[src/hw/rtl/wvir_pkg.sv]
// ----------------------------------------------------------------------------
// wvir_pkg: shared types and constants for the wavetable voice register block
// Beat layout widths, item kinds, bus port offsets and indirect register map.
// ----------------------------------------------------------------------------
`default_nettype none

package wvir_pkg;

  // beat layout
  localparam int unsigned OPCODE_W    = 3;
  localparam int unsigned IN_TDATA_W  = 16;
  localparam int unsigned OUT_TDATA_W = 16;

  // item kinds carried in tuser
  typedef enum logic [OPCODE_W-1:0] {
    OP_READ      = 3'd0,
    OP_WRITE     = 3'd1,
    OP_TIMER     = 3'd2,
    OP_VOICE_END = 3'd3,
    OP_TICK      = 3'd4
  } opcode_t;

  // bus port offsets
  typedef enum logic [1:0] {
    OFS_STATUS = 2'd0,
    OFS_SELECT = 2'd1,
    OFS_LO     = 2'd2,
    OFS_HI     = 2'd3
  } offset_t;

  // indirect register map
  localparam logic [7:0] REG_VOICE_CONF = 8'h00;
  localparam logic [7:0] REG_VOICE_INCR = 8'h06;
  localparam logic [7:0] REG_VOICE_ID   = 8'h0d;
  localparam logic [7:0] REG_VOICE_IRQ  = 8'h0f;
  localparam logic [7:0] REG_VOICE_CTRL = 8'h10;
  localparam logic [7:0] REG_TPRESET0   = 8'h40;
  localparam logic [7:0] REG_TPRESET1   = 8'h41;
  localparam logic [7:0] REG_TSCALE0    = 8'h42;
  localparam logic [7:0] REG_TSCALE1    = 8'h43;
  localparam logic [7:0] REG_IRQ_ENABLE = 8'h4a;
  localparam logic [7:0] REG_REV        = 8'h4b;
  localparam logic [7:0] REG_CHIP_CFG   = 8'h4c;
  localparam logic [7:0] REG_VOICE_SEL  = 8'h4f;

  // fixed values
  localparam logic [5:0]  TIMEOUT_RELOAD = 6'd40;
  localparam logic [15:0] VOICE_ID_VAL   = 16'h0100;
  localparam logic [15:0] REV_VAL        = 16'h0080;
  localparam logic [15:0] CHIP_CFG_VAL   = 16'h0001;
  localparam logic [15:0] NO_VOICE_VAL   = 16'hff00;
  localparam logic [2:0]  VOICE_IRQ_TAG  = 3'b010;   // 0x40 | voice, high byte
  localparam int unsigned CONF_LOOP_BIT  = 3;
  localparam logic [7:0]  STATUS_IRQ     = 8'h80;

endpackage

`default_nettype wire

[src/hw/rtl/wavetable_voice_irq_regs.sv]
// ----------------------------------------------------------------------------
// wavetable_voice_irq_regs: host register interface of a wavetable voice chip
// Indirect register file, per-voice state, timer pending bits and irq level.
// ----------------------------------------------------------------------------
// Each input beat is a bus read, a bus write, a timer expiry, a voice end or a
// frame tick; each one produces exactly one output beat with the read byte
// (zero unless a bus read) and the irq level after the beat took effect. All
// work for a beat is done between the input and the output register, so one
// beat is taken every cycle and its result appears in the next cycle; the
// only limit is the single output register, which stops input while a result
// waits unconsumed. The widest path is the 32-bit lowest finished-voice search
// feeding the finished-voice register read and the done-bit clear.
// Per-voice synthesis parameters other than config, increment and timeout are
// not held here.
`default_nettype none

module wavetable_voice_irq_regs #(
  parameter int unsigned NUM_VOICES    = 32,
  parameter int unsigned TICKED_VOICES = 8
) (
  input  wire logic                               clk,
  input  wire logic                               rst,
  // slave side
  input  wire logic                               s_axis_tvalid,
  output logic                                    s_axis_tready,
  // [1:0] offset, [9:2] data, [14:10] index, [15] zero
  input  wire logic [wvir_pkg::IN_TDATA_W-1:0]    s_axis_tdata,
  // [2:0] opcode
  input  wire logic [wvir_pkg::OPCODE_W-1:0]      s_axis_tuser,
  // master side
  output logic                                    m_axis_tvalid,
  input  wire logic                               m_axis_tready,
  // [7:0] read_data, [8] irq, [15:9] zero
  output logic [wvir_pkg::OUT_TDATA_W-1:0]        m_axis_tdata
);

  import wvir_pkg::*;

  localparam int unsigned VW = (NUM_VOICES > 1) ? $clog2(NUM_VOICES) : 1;
  localparam int unsigned NT = (TICKED_VOICES < NUM_VOICES) ? TICKED_VOICES : NUM_VOICES;

  // fields of the input beat
  opcode_t    opcode;
  offset_t    offset;
  logic [7:0] data;
  logic [4:0] index;

  assign opcode = opcode_t'(s_axis_tuser);
  assign offset = offset_t'(s_axis_tdata[1:0]);
  assign data   = s_axis_tdata[9:2];
  assign index  = s_axis_tdata[14:10];

  // state
  logic [7:0]            register_select;
  logic [4:0]            current_voice;
  logic [7:0]            irq_enable, irq_enable_next;
  logic [1:0]            irq_pending, irq_pending_next;
  logic [7:0]            timer_preset [2];
  logic [7:0]            timer_scale  [2];
  logic [7:0]            voice_conf    [NUM_VOICES];
  logic [15:0]           voice_incr    [NUM_VOICES];
  logic [5:0]            voice_timeout [NUM_VOICES];
  logic [NUM_VOICES-1:0] voice_on;
  logic [NUM_VOICES-1:0] voice_done, voice_done_next;

  // handshake
  logic accept;
  assign s_axis_tready = !m_axis_tvalid || m_axis_tready;
  assign accept        = s_axis_tvalid && s_axis_tready;

  // beat decode
  logic wr_lo, wr_hi, wr_data, rd_data;
  assign wr_lo   = accept && (opcode == OP_WRITE) && (offset == OFS_LO);
  assign wr_hi   = accept && (opcode == OP_WRITE) && (offset == OFS_HI);
  assign wr_data = wr_lo || wr_hi;
  assign rd_data = accept && (opcode == OP_READ) && ((offset == OFS_LO) || (offset == OFS_HI));

  // current voice and event voice addressing
  logic          cv_valid, ev_valid;
  logic [VW-1:0] cv_idx, ev_idx;
  assign cv_valid = {1'b0, current_voice} < 6'(NUM_VOICES);
  assign ev_valid = {1'b0, index} < 6'(NUM_VOICES);
  assign cv_idx   = current_voice[VW-1:0];
  assign ev_idx   = index[VW-1:0];

  // lowest finished voice
  logic          any_done;
  logic [VW-1:0] low_done;
  always_comb begin
    low_done = '0;
    for (int v = NUM_VOICES - 1; v >= 0; v--) begin
      if (voice_done[v]) low_done = VW'(v);
    end
  end
  assign any_done = |voice_done;

  // voice end takes effect on an active voice unless looping with time left
  logic end_fire;
  always_comb begin
    end_fire = 1'b0;
    if (accept && (opcode == OP_VOICE_END) && ev_valid && voice_on[ev_idx]) begin
      end_fire = !voice_conf[ev_idx][CONF_LOOP_BIT] || (voice_timeout[ev_idx] == '0);
    end
  end

  // indirect register read value
  logic [15:0] reg_val;
  always_comb begin
    case (register_select)
      REG_VOICE_INCR: reg_val = cv_valid ? voice_incr[cv_idx] : '0;
      REG_VOICE_ID:   reg_val = VOICE_ID_VAL;
      REG_VOICE_IRQ:  reg_val = any_done ? {VOICE_IRQ_TAG, 5'(low_done), 8'h00} : NO_VOICE_VAL;
      REG_TPRESET0,
      REG_TPRESET1:   reg_val = {8'h00, timer_preset[register_select[0]]};
      REG_TSCALE1,
      REG_IRQ_ENABLE: reg_val = {14'd0, irq_pending};
      REG_REV:        reg_val = REV_VAL;
      REG_CHIP_CFG:   reg_val = CHIP_CFG_VAL;
      default:        reg_val = '0;
    endcase
  end

  // read byte for this beat, status uses the level before the beat
  logic       irq_now;
  logic [7:0] read_byte;
  assign irq_now = (|(irq_enable & {6'd0, irq_pending})) || any_done;
  always_comb begin
    read_byte = '0;
    if (opcode == OP_READ) begin
      case (offset)
        OFS_STATUS: begin
          if (irq_now) begin
            read_byte = STATUS_IRQ | {6'd0, any_done, |(irq_enable[1:0] & irq_pending)};
          end
        end
        OFS_SELECT: read_byte = register_select;
        OFS_LO:     read_byte = reg_val[7:0];
        OFS_HI:     read_byte = reg_val[15:8];
        default:    read_byte = '0;
      endcase
    end
  end

  // next values of the irq sources
  always_comb begin
    irq_enable_next  = irq_enable;
    irq_pending_next = irq_pending;
    voice_done_next  = voice_done;
    if (wr_lo && (register_select == REG_IRQ_ENABLE)) irq_enable_next = data;
    if (accept && (opcode == OP_TIMER) && (index < 5'd2)
        && (timer_preset[index[0]] != '0) && (timer_scale[index[0]] != '0)) begin
      irq_pending_next[index[0]] = 1'b1;
    end
    if (rd_data && ((register_select == REG_TPRESET0) || (register_select == REG_TPRESET1))) begin
      irq_pending_next[register_select[0]] = 1'b0;
    end
    if (rd_data && (register_select == REG_VOICE_IRQ) && any_done) begin
      voice_done_next[low_done] = 1'b0;
    end
    if (end_fire) voice_done_next[ev_idx] = 1'b1;
  end

  // control and global registers
  always_ff @(posedge clk) begin
    if (rst) begin
      register_select <= '0;
      current_voice   <= '0;
      irq_enable      <= '0;
      irq_pending     <= '0;
      voice_done      <= '0;
      timer_preset[0] <= '0;
      timer_preset[1] <= '0;
      timer_scale[0]  <= '0;
      timer_scale[1]  <= '0;
    end else begin
      irq_enable  <= irq_enable_next;
      irq_pending <= irq_pending_next;
      voice_done  <= voice_done_next;
      if (accept && (opcode == OP_WRITE) && (offset == OFS_SELECT)) register_select <= data;
      if (wr_lo) begin
        case (register_select)
          REG_TPRESET0,
          REG_TPRESET1:  timer_preset[register_select[0]] <= data;
          REG_TSCALE0,
          REG_TSCALE1:   timer_scale[register_select[0]] <= data;
          REG_VOICE_SEL: current_voice <= data[4:0];
          default: ;
        endcase
      end
    end
  end

  // per-voice registers
  always_ff @(posedge clk) begin
    if (rst) begin
      voice_on <= '0;
      for (int v = 0; v < NUM_VOICES; v++) begin
        voice_conf[v]    <= '0;
        voice_incr[v]    <= '0;
        voice_timeout[v] <= '0;
      end
    end else begin
      // bus writes to the selected voice
      if (wr_data && cv_valid) begin
        voice_timeout[cv_idx] <= TIMEOUT_RELOAD;
        if (register_select == REG_VOICE_CONF && wr_hi) voice_conf[cv_idx] <= data;
        if (register_select == REG_VOICE_INCR) begin
          if (wr_hi) voice_incr[cv_idx][15:8] <= data;
          else       voice_incr[cv_idx][7:0]  <= data;
        end
        if (register_select == REG_VOICE_CTRL && wr_hi && data == '0) voice_on[cv_idx] <= 1'b1;
      end
      // voice end
      if (end_fire) voice_on[ev_idx] <= 1'b0;
      // frame tick counts down the ticked voices
      if (accept && (opcode == OP_TICK)) begin
        for (int v = 0; v < NT; v++) begin
          if (voice_on[v] && (voice_timeout[v] != '0)) voice_timeout[v] <= voice_timeout[v] - 6'd1;
        end
      end
    end
  end

  // output register
  always_ff @(posedge clk) begin
    if (rst) begin
      m_axis_tvalid <= 1'b0;
    end else if (accept) begin
      m_axis_tvalid <= 1'b1;
    end else if (m_axis_tready) begin
      m_axis_tvalid <= 1'b0;
    end
  end

  always_ff @(posedge clk) begin
    if (accept) begin
      m_axis_tdata <= {7'd0,
                       (|(irq_enable_next & {6'd0, irq_pending_next})) || (|voice_done_next),
                       read_byte};
    end
  end

  // checks
  a_irq_matches_state: assert property (@(posedge clk) disable iff (rst)
    accept |=> m_axis_tdata[8] == ((|(irq_enable & {6'd0, irq_pending})) || (|voice_done)))
    else $error("irq in result beat does not match updated state");

  a_read_only_on_bus_read: assert property (@(posedge clk) disable iff (rst)
    accept && (opcode != OP_READ) |=> m_axis_tdata[7:0] == 8'h00)
    else $error("nonzero read byte for a beat that is not a bus read");

  a_pending_rises_on_timer: assert property (@(posedge clk) disable iff (rst)
    !(accept && (opcode == OP_TIMER)) |=> (irq_pending & ~$past(irq_pending)) == 2'b00)
    else $error("pending bit set without a timer expiry");

  a_ready_when_empty: assert property (@(posedge clk) disable iff (rst)
    !m_axis_tvalid |-> s_axis_tready)
    else $error("input stalled with an empty output register");

endmodule

`default_nettype wire
[config.mk]
export PLATFORM = sky130hd
export DESIGN_NAME = wavetable_voice_irq_regs
export DESIGN_NICKNAME = d
export VERILOG_FILES = /design/src/hw/rtl/wvir_pkg.sv /design/src/hw/rtl/wavetable_voice_irq_regs.sv
export SDC_FILE = /design/constraint.sdc
export NUM_CORES = 1
export LEC_CHECK = 0
export CORE_MARGIN = 4
export CORE_UTILIZATION = 58
export DETAILED_ROUTE_END_ITERATION = 7
export DONT_BUFFER_PORTS = 1
export PLACE_DENSITY = 0.81
export SKIP_CTS_REPAIR_TIMING = 1
export SLEW_MARGIN = 20
export SYNTH_ARGS = -nofsm -noshare
export SYNTH_HDL_FRONTEND = slang
export SYNTH_SLANG_ARGS = --single-unit
[constraint.sdc]
create_clock -name clk -period 3.7 [get_ports clk]
set_clock_uncertainty 0.05 [all_clocks]
set_input_delay 0 -clock clk [delete_from_list [all_inputs] [get_ports clk]]
set_output_delay 0 -clock clk [all_outputs]
set_load 0.05 [all_outputs]
==> results by group, run 1 <==
Status
  • Status: finished with violations
  • Failing checks: hold timing

Placed design
  • GPL Wtd Cong: 0.934
  • Placed Cells incl. Taps: 3486
  • HPWL after DPL: 61.3 mm
  • Placed inst area: 36700 um2
  • Port bufs: 0

Yosys
  • Synth warnings: 0
  • Yosys reg bits: 745
  • Ys flop type: edfxtp_1
  • Count leader, synth: edfxtp_1
  • Async set-reset flop share out of synthesis: 0%
  • Synth top cells by count: edfxtp_1 (585), and2_1 (297), and3_1 (270), clkbuf_1 (231), nor2_1 (170)
  • Part of the Yosys area used for sequential elements: 58.2%
  • Area contributors post-synth: edfxtp_1 (49%), mux4_2 (11%), dfxtp_1 (9.0%)
  • Post-synth EDFFs: 585
  • Mapped Cells: 2852
  • Largest area contributor in the netlist: edfxtp_1
  • Yosys top cell area share: 49.2%
  • Mapped cell area: 35700 um2
  • Count of different cell masters after synthesis: 76
  • Syn_area_per_cell: 12.5 um2

Floorplan
  • Die Span Y: 256 um
  • Row count: 90
  • Initial core utilization: 58.8%
  • Core ar.: 60700 um2
  • Top-Level Pins: 41
  • Die width: 256 um
  • DIE AREA: 65600 um2

GRT
  • Overflow after GRT: 0
  • First-pass GRT wire length: 143 mm
  • GRT Total Usage: 28.2%
  • Initial antenna violation count: 6
  • Pin count of the biggest net entering global routing: 237
  • Via count of the first global-routing pass: 23700

Timing
  • RSZ-0062 raised after global routing: false
  • Final period utilization: 93.0%
  • Final Hold Slack: -14.9 ps
  • Final setup fails: 0
  • Worst Tran Pin Value: 1240 ps
  • Fmax: 291 MHz
  • TNS Setup: 0 ps
  • Tmin final: 3440 ps
  • Fin. Hold Viols: 1
  • Max-slew violations: 0
  • Worst slew margin: 17.3%

Finish
  • Non-filler instance count after layout: 3667
  • Final instance area: 39700 um2
  • Area delta synth->final: 11.3%
  • Layout cell share with drive strength beyond 1: 16.3%
  • Layout Nets: 2864

Clocking
  • CTS clk-pin slew, worst paths: 70 ps
  • H-tree depth: 3
  • Clock sink count: 745
  • Num CTS Buffers: 76
  • Clock root buffer master: clkbuf_16
  • CTS Buffer Depth: 3
  • CTS tree: done
  • Worst-Skew Late Latency: 630 ps

Critical path
  • Data arrival time of the critical path: 3750 ps
  • Crit-path cells: or4_1 -> nor4_1 -> nand3_1 -> nor2_1 -> nand2_1 -> o31ai_1 -> nand4_1 -> nor3_1 -> nand4_1
  • CP top delay family: simple AND/OR/NAND/NOR gates
  • Worst setup path class: flop to flop
  • Crit path from: voice_done[11]
  • Worst Path Required: 4010 ps
  • Buffers and inverters on the worst path: 0
  • Critical Path Slowest Stage Cell: nor4_1
  • Reg2reg start: voice_done[11]
  • Crit Path Max Fanout: 7
  • Cell mode on critical path: nand4_1
  • Slowest cell delay on critical path: 620 ps
  • Crit end category: flop
  • CP Launch Type: flop

Routing
  • # DRC: 0
  • Vias per Instance: 6.69
  • Iteration-0 DRC Markers: 3564
  • Total routed wirelength: 96.0 mm
  • Routed via count: 24500
  • Pre-Repair DR Iteration Count: 8
  • Post-route ant nets: 0
  • Avg WL per Cell: 26.2 um

Worst hold path
  • HP Start: s_axis_tuser[0]
  • Hold Crit Class: primary input to flop

Power
  • Cell Pwr Density: 444 nW/um2
  • Lkg Pwr: 15.0 nW
  • Worst vdd rail ir drop: 0.000438 V
  • Total power: 0.0176 W

Job
  • Max-cap violation count: 0
[where the power goes]
part / internal (W) / leakage, nW / switching, W
Combinational: 0.000223 / 6.47 / 0.000459
Sequential: 0.00922 / 7.32 / 0.0000993
Clock: 0.00443 / 1.19 / 0.00321
[layout by cell type (no fill, tap or decap), types with 15 or more instances in the layout]
| cell type | instances |
|---|---|
| nand3_1 | 35 |
| nor3_1 | 79 |
| and2_1 | 297 |
| clkbuf_1 | 23 |
| a21o_1 | 64 |
| o21ai_0 | 39 |
| a211oi_1 | 43 |
| nand2b_1 | 18 |
| nor4_1 | 29 |
| a21oi_1 | 129 |
| mux4_2 | 169 |
| ha_1 | 16 |
| nor2_1 | 169 |
| mux2i_1 | 52 |
| buf_4 | 111 |
| inv_1 | 30 |
| edfxtp_1 | 585 |
| dlygate4sd3_1 | 34 |
| and3_1 | 270 |
| dfxtp_1 | 157 |
| xor2_1 | 25 |
| clkbuf_16 | 80 |
| or2_2 | 42 |
| xnor2_1 | 15 |
| or3_1 | 22 |
| nand2_1 | 119 |
[layer usage]
layer  track usage [%]  part of all wire, %
met5                 0                0.040
met4              10.2                  4.0
met3              6.01                   10
met2              44.2                   47
met1              39.3                   38
[area by class of cell]
type / instances / area, um2
Sequential cell: 745 / 20800
Antenna cell: 2 / 5.00
Inverter: 31 / 116
Clock inverter: 31 / 329
Fill cell: 4169 / 21000
Clock buffer: 105 / 2120
Tap cell: 782 / 978
Timing Repair Buffer: 165 / 1640
Multi-Input combinational cell: 1806 / 13800
[cells by family after synthesis]
group / count (synthesis) / synth area share, %
compound gates: 370 / 6.71
other cells: 1 / 0.0105
buf+inv: 307 / 3.36
simple gates: 1146 / 17.9
fa+ha+maj: 16 / 0.561
mux: 227 / 12.3
xor+xnor: 40 / 0.981
flops: 745 / 58.2
[flip-flops by register name, indices dropped and copies added, names as in the netlist, named ones only]
signal,cells
voice_timeout,72
voice_conf,32
m_axis_tvalid,1
voice_on,32
timer_preset,16
voice_done,32
irq_pending,2
register_select,8
irq_enable,2
voice_incr,512
timer_scale,16
m_axis_tdata,9
current_voice,5
[final timing paths]
check                                       endpoint  slack (ps)  cells after the start
worst max-delay path                 m_axis_tdata[8]         260                      9
worst min-delay path                  voice_done[16]         -10                      5
worst max register to register       m_axis_tdata[8]         260                      9
worst min register to register  voice_timeout[19][3]         420                      2
[worst register-to-register path, stage by stage, from the launching register on]
cell     delay (ps)
dfxtp_1         370
or4_1           580
nor4_1          620
nand3_1         190
nor2_1          150
nand2_1         140
o31ai_1         440
nand4_1         210
nor3_1          310
nand4_1         120
[through the flow]
step | utilization, % | worst slack (ps) | hold WS, ps
2_1_floorplan | - | 91.0 | 79.5
3_3_place_gp | 60.5 | 327 | 38.3
3_5_place_dp | 60.5 | 361 | 40.3
4_1_cts | 64.5 | 363 | -626
5_1_grt | 65.5 | 37.5 | 3.03
6_report | 65.5 | 258 | -14.9
Power figures use the tool's default switching activity.
==> run 2, diff against run 1 <==
CORE_ASPECT_RATIO = 0.75   (was unset)
==> run 2 against run 1 <==
  * The run still ends with hold timing left
  * Power fell by 0.86%
  * Clock power shrank 2%
  * Via count is 4.7% higher
  * Largest cell class unchanged
  * Critical endpoint is now voice_incr[25][14]
  * Sequential power is essentially flat
==> results by group, run 2 (synthesis gave the netlist of run 1 again) <==
Power
  • Clock power frac: 42.6%
  • Sw Ratio: 21.9%
  • Lkg Pwr: 15.9 nW
  • Seq pwr share: 53.3%
  • Total power: 0.0175 W
  • Cell Pwr Density: 425 nW/um2
  • Switching pwr: 0.00383 W
  • Logic pwr share: 4.1%
  • Internal: 0.0137 W
  • Worst vdd rail ir drop: 0.000337 V

Timing
  • Worst Tran Pin Value: 1020 ps
  • Fmax: 272 MHz
  • PnR worst setup slack: 20.9 ps
  • Max-slew violations: 0
  • Tmin final: 3680 ps
  • Final setup fails: 0
  • Final period utilization: 99.4%
  • TNS Setup: 0 ps
  • Final Hold Slack: -30.0 ps
  • Fin. Hold Viols: 3
  • Worst slew margin: 31.9%

GRT
  • GRT Total Usage: 29.6%
  • Via count of the first global-routing pass: 24000
  • Initial antenna violation count: 6
  • Pin count of the biggest net entering global routing: 237
  • Overflow after GRT: 0
  • First-pass GRT wire length: 148 mm

Critical path
  • Reg-to-reg endpoint: voice_incr[25][14]
  • Data arrival time of the critical path: 4120 ps
  • Reg2reg start: register_select[7]
  • Crit end category: flop
  • Worst setup path class: flop to flop
  • Worst Path Required: 4140 ps
  • Crit Path Max Fanout: 32
  • Critical Path Slowest Stage Cell: or4_1
  • Reg2reg path depth: 9
  • Slowest cell delay on critical path: 690 ps
  • Crit path from: register_select[7]
  • Crit-path cells: or4_4 -> or4_1 -> nor2_1 -> nand3_1 -> buf_4 -> nor3_1 -> buf_4 -> and2_1 -> dlygate4sd3_1
  • Cell mode on critical path: buf_4
  • CP Launch Type: flop
  • Reg2reg setup slack: 20 ps

Routing
  • Iteration-0 DRC Markers: 4129
  • Avg WL per Cell: 27.2 um
  • # DRC: 0
  • Pre-Repair DR Iteration Count: 6
  • Vias per Instance: 6.70
  • Routed via count: 25700
  • Post-route ant nets: 0
  • Total routed wirelength: 104 mm

Placed design
  • Port bufs: 0
  • GPL Wtd Cong: 0.912
  • Pre-CTS WS: 322 ps
  • HPWL after DPL: 64.7 mm
  • Placed Cells incl. Taps: 3527

Floorplan
  • Die width: 294 um
  • Row count: 78
  • Core ar.: 60700 um2
  • Top-Level Pins: 41
  • Die Span Y: 223 um
  • DIE AREA: 65600 um2
  • Initial core utilization: 58.8%

Finish
  • Layout cell share with drive strength beyond 1: 16.3%
  • Layout Nets: 3015
  • Highest-count cells in the layout ignoring fill and taps: edfxtp_1 (585), and2_1 (297), and3_1 (270)
  • Largest regs: voice_incr x512, voice_timeout x72
  • Fill cells: 4046
  • Area delta synth->final: 15.3%
  • Reg with most FFs: voice_incr
  • Non-filler instance count after layout: 3838
  • Flip-flop count of the largest register after layout: 512
  • Commonest non-fill, non-tap cell in the layout: edfxtp_1

Worst hold path
  • HP Start: s_axis_tdata[14]
  • Hold Crit Class: primary input to flop
  • Hold Path End: m_axis_tdata[8]
  • Hold Crit Depth: 3

Clocking
  • CTS Buffer Depth: 3
  • Clock root buffer master: clkbuf_16
  • H-tree depth: 3
  • CTS clk-pin slew, worst paths: 70 ps
  • Worst-Skew Late Latency: 630 ps
  • Clock sink count: 745
  • CTS tree: done
  • Num CTS Buffers: 72

Job
  • Max-cap violation count: 0

Status
  • Failing checks: hold timing
  • Status: finished with violations
[run 2: changes by cell type in the layout (fill, tap and decap cells not counted), moves of 2 or more]
cell	change
dlygate4sd3_1	+130
buf_4	+24
clkbuf_1	-8
clkbuf_16	-6
diode_2	+4
clkinv_1	+3
clkinv_2	+3
buf_16	+2
clkinv_8	+2
[run 2: metrics by stage]
step	util, %	instance area [um2]
6_report	67.8	41200
2_1_floorplan	-	35700
5_1_grt	67.8	41200
3_3_place_gp	60.8	36900
3_5_place_dp	60.8	36900
4_1_cts	64.6	39200
[run 2: area by class of cell]
class	count	area [um2]	area share [%]
antenna	6	15.0	0.0365
clock buffer	90	1920	4.67
clock inverter	40	408	0.991
inverter	31	116	0.283
multi-input combinational	1806	13800	33.5
sequential	745	20800	50.5
tap	800	1000	2.43
timing repair buffer	320	3160	7.67
[run 2: worst max-delay path: cells and delay by family, from the launching register on]
kind,cells,cell delay (ps)
buf+inv,3,1070
flops,1,360
simple gates,6,2040
[run 2: how the worst max path moves through the flow]
| stage | cells past startpoint | end | slack (ps) |
|---|---|---|---|
| 2_1_floorplan | 9 | voice_incr[10][10] | 90 |
| 3_3_place_gp | 10 | m_axis_tdata[8] | 320 |
| 3_5_place_dp | 7 | voice_incr[5][12] | 320 |
| 4_1_cts | 7 | voice_incr[5][10] | 270 |
| 5_1_grt | 11 | voice_done[23] | -50 |
| 6_report | 9 | voice_incr[25][14] | 20 |
[run 2: power by group through the flow]
| stage | Sequential [W] | Combinational, W | Clock [W] |
|---|---|---|---|
| CTS | 0.00931 | 0.000468 | 0.00747 |
| global route | 0.00932 | 0.000755 | 0.00785 |
| detailed placement | 0.00949 | 0.000465 | 0 |
| floorplan | 0.00945 | 0.000443 | 0 |
| finish | 0.00932 | 0.000726 | 0.00745 |
| global placement | 0.00947 | 0.000451 | 0 |
[run 2: per-layer routing]
metal  share of wire, %  track usage [%]  routed length (um)  up-vias
li1                   -                -                   -    10900
met1                 38             44.2               40000    12700
met2                 44             43.4               46100     1873
met3                 14             8.53               15000      247
met4                3.0             7.40                3140        4
met5              0.030                0                  31        -
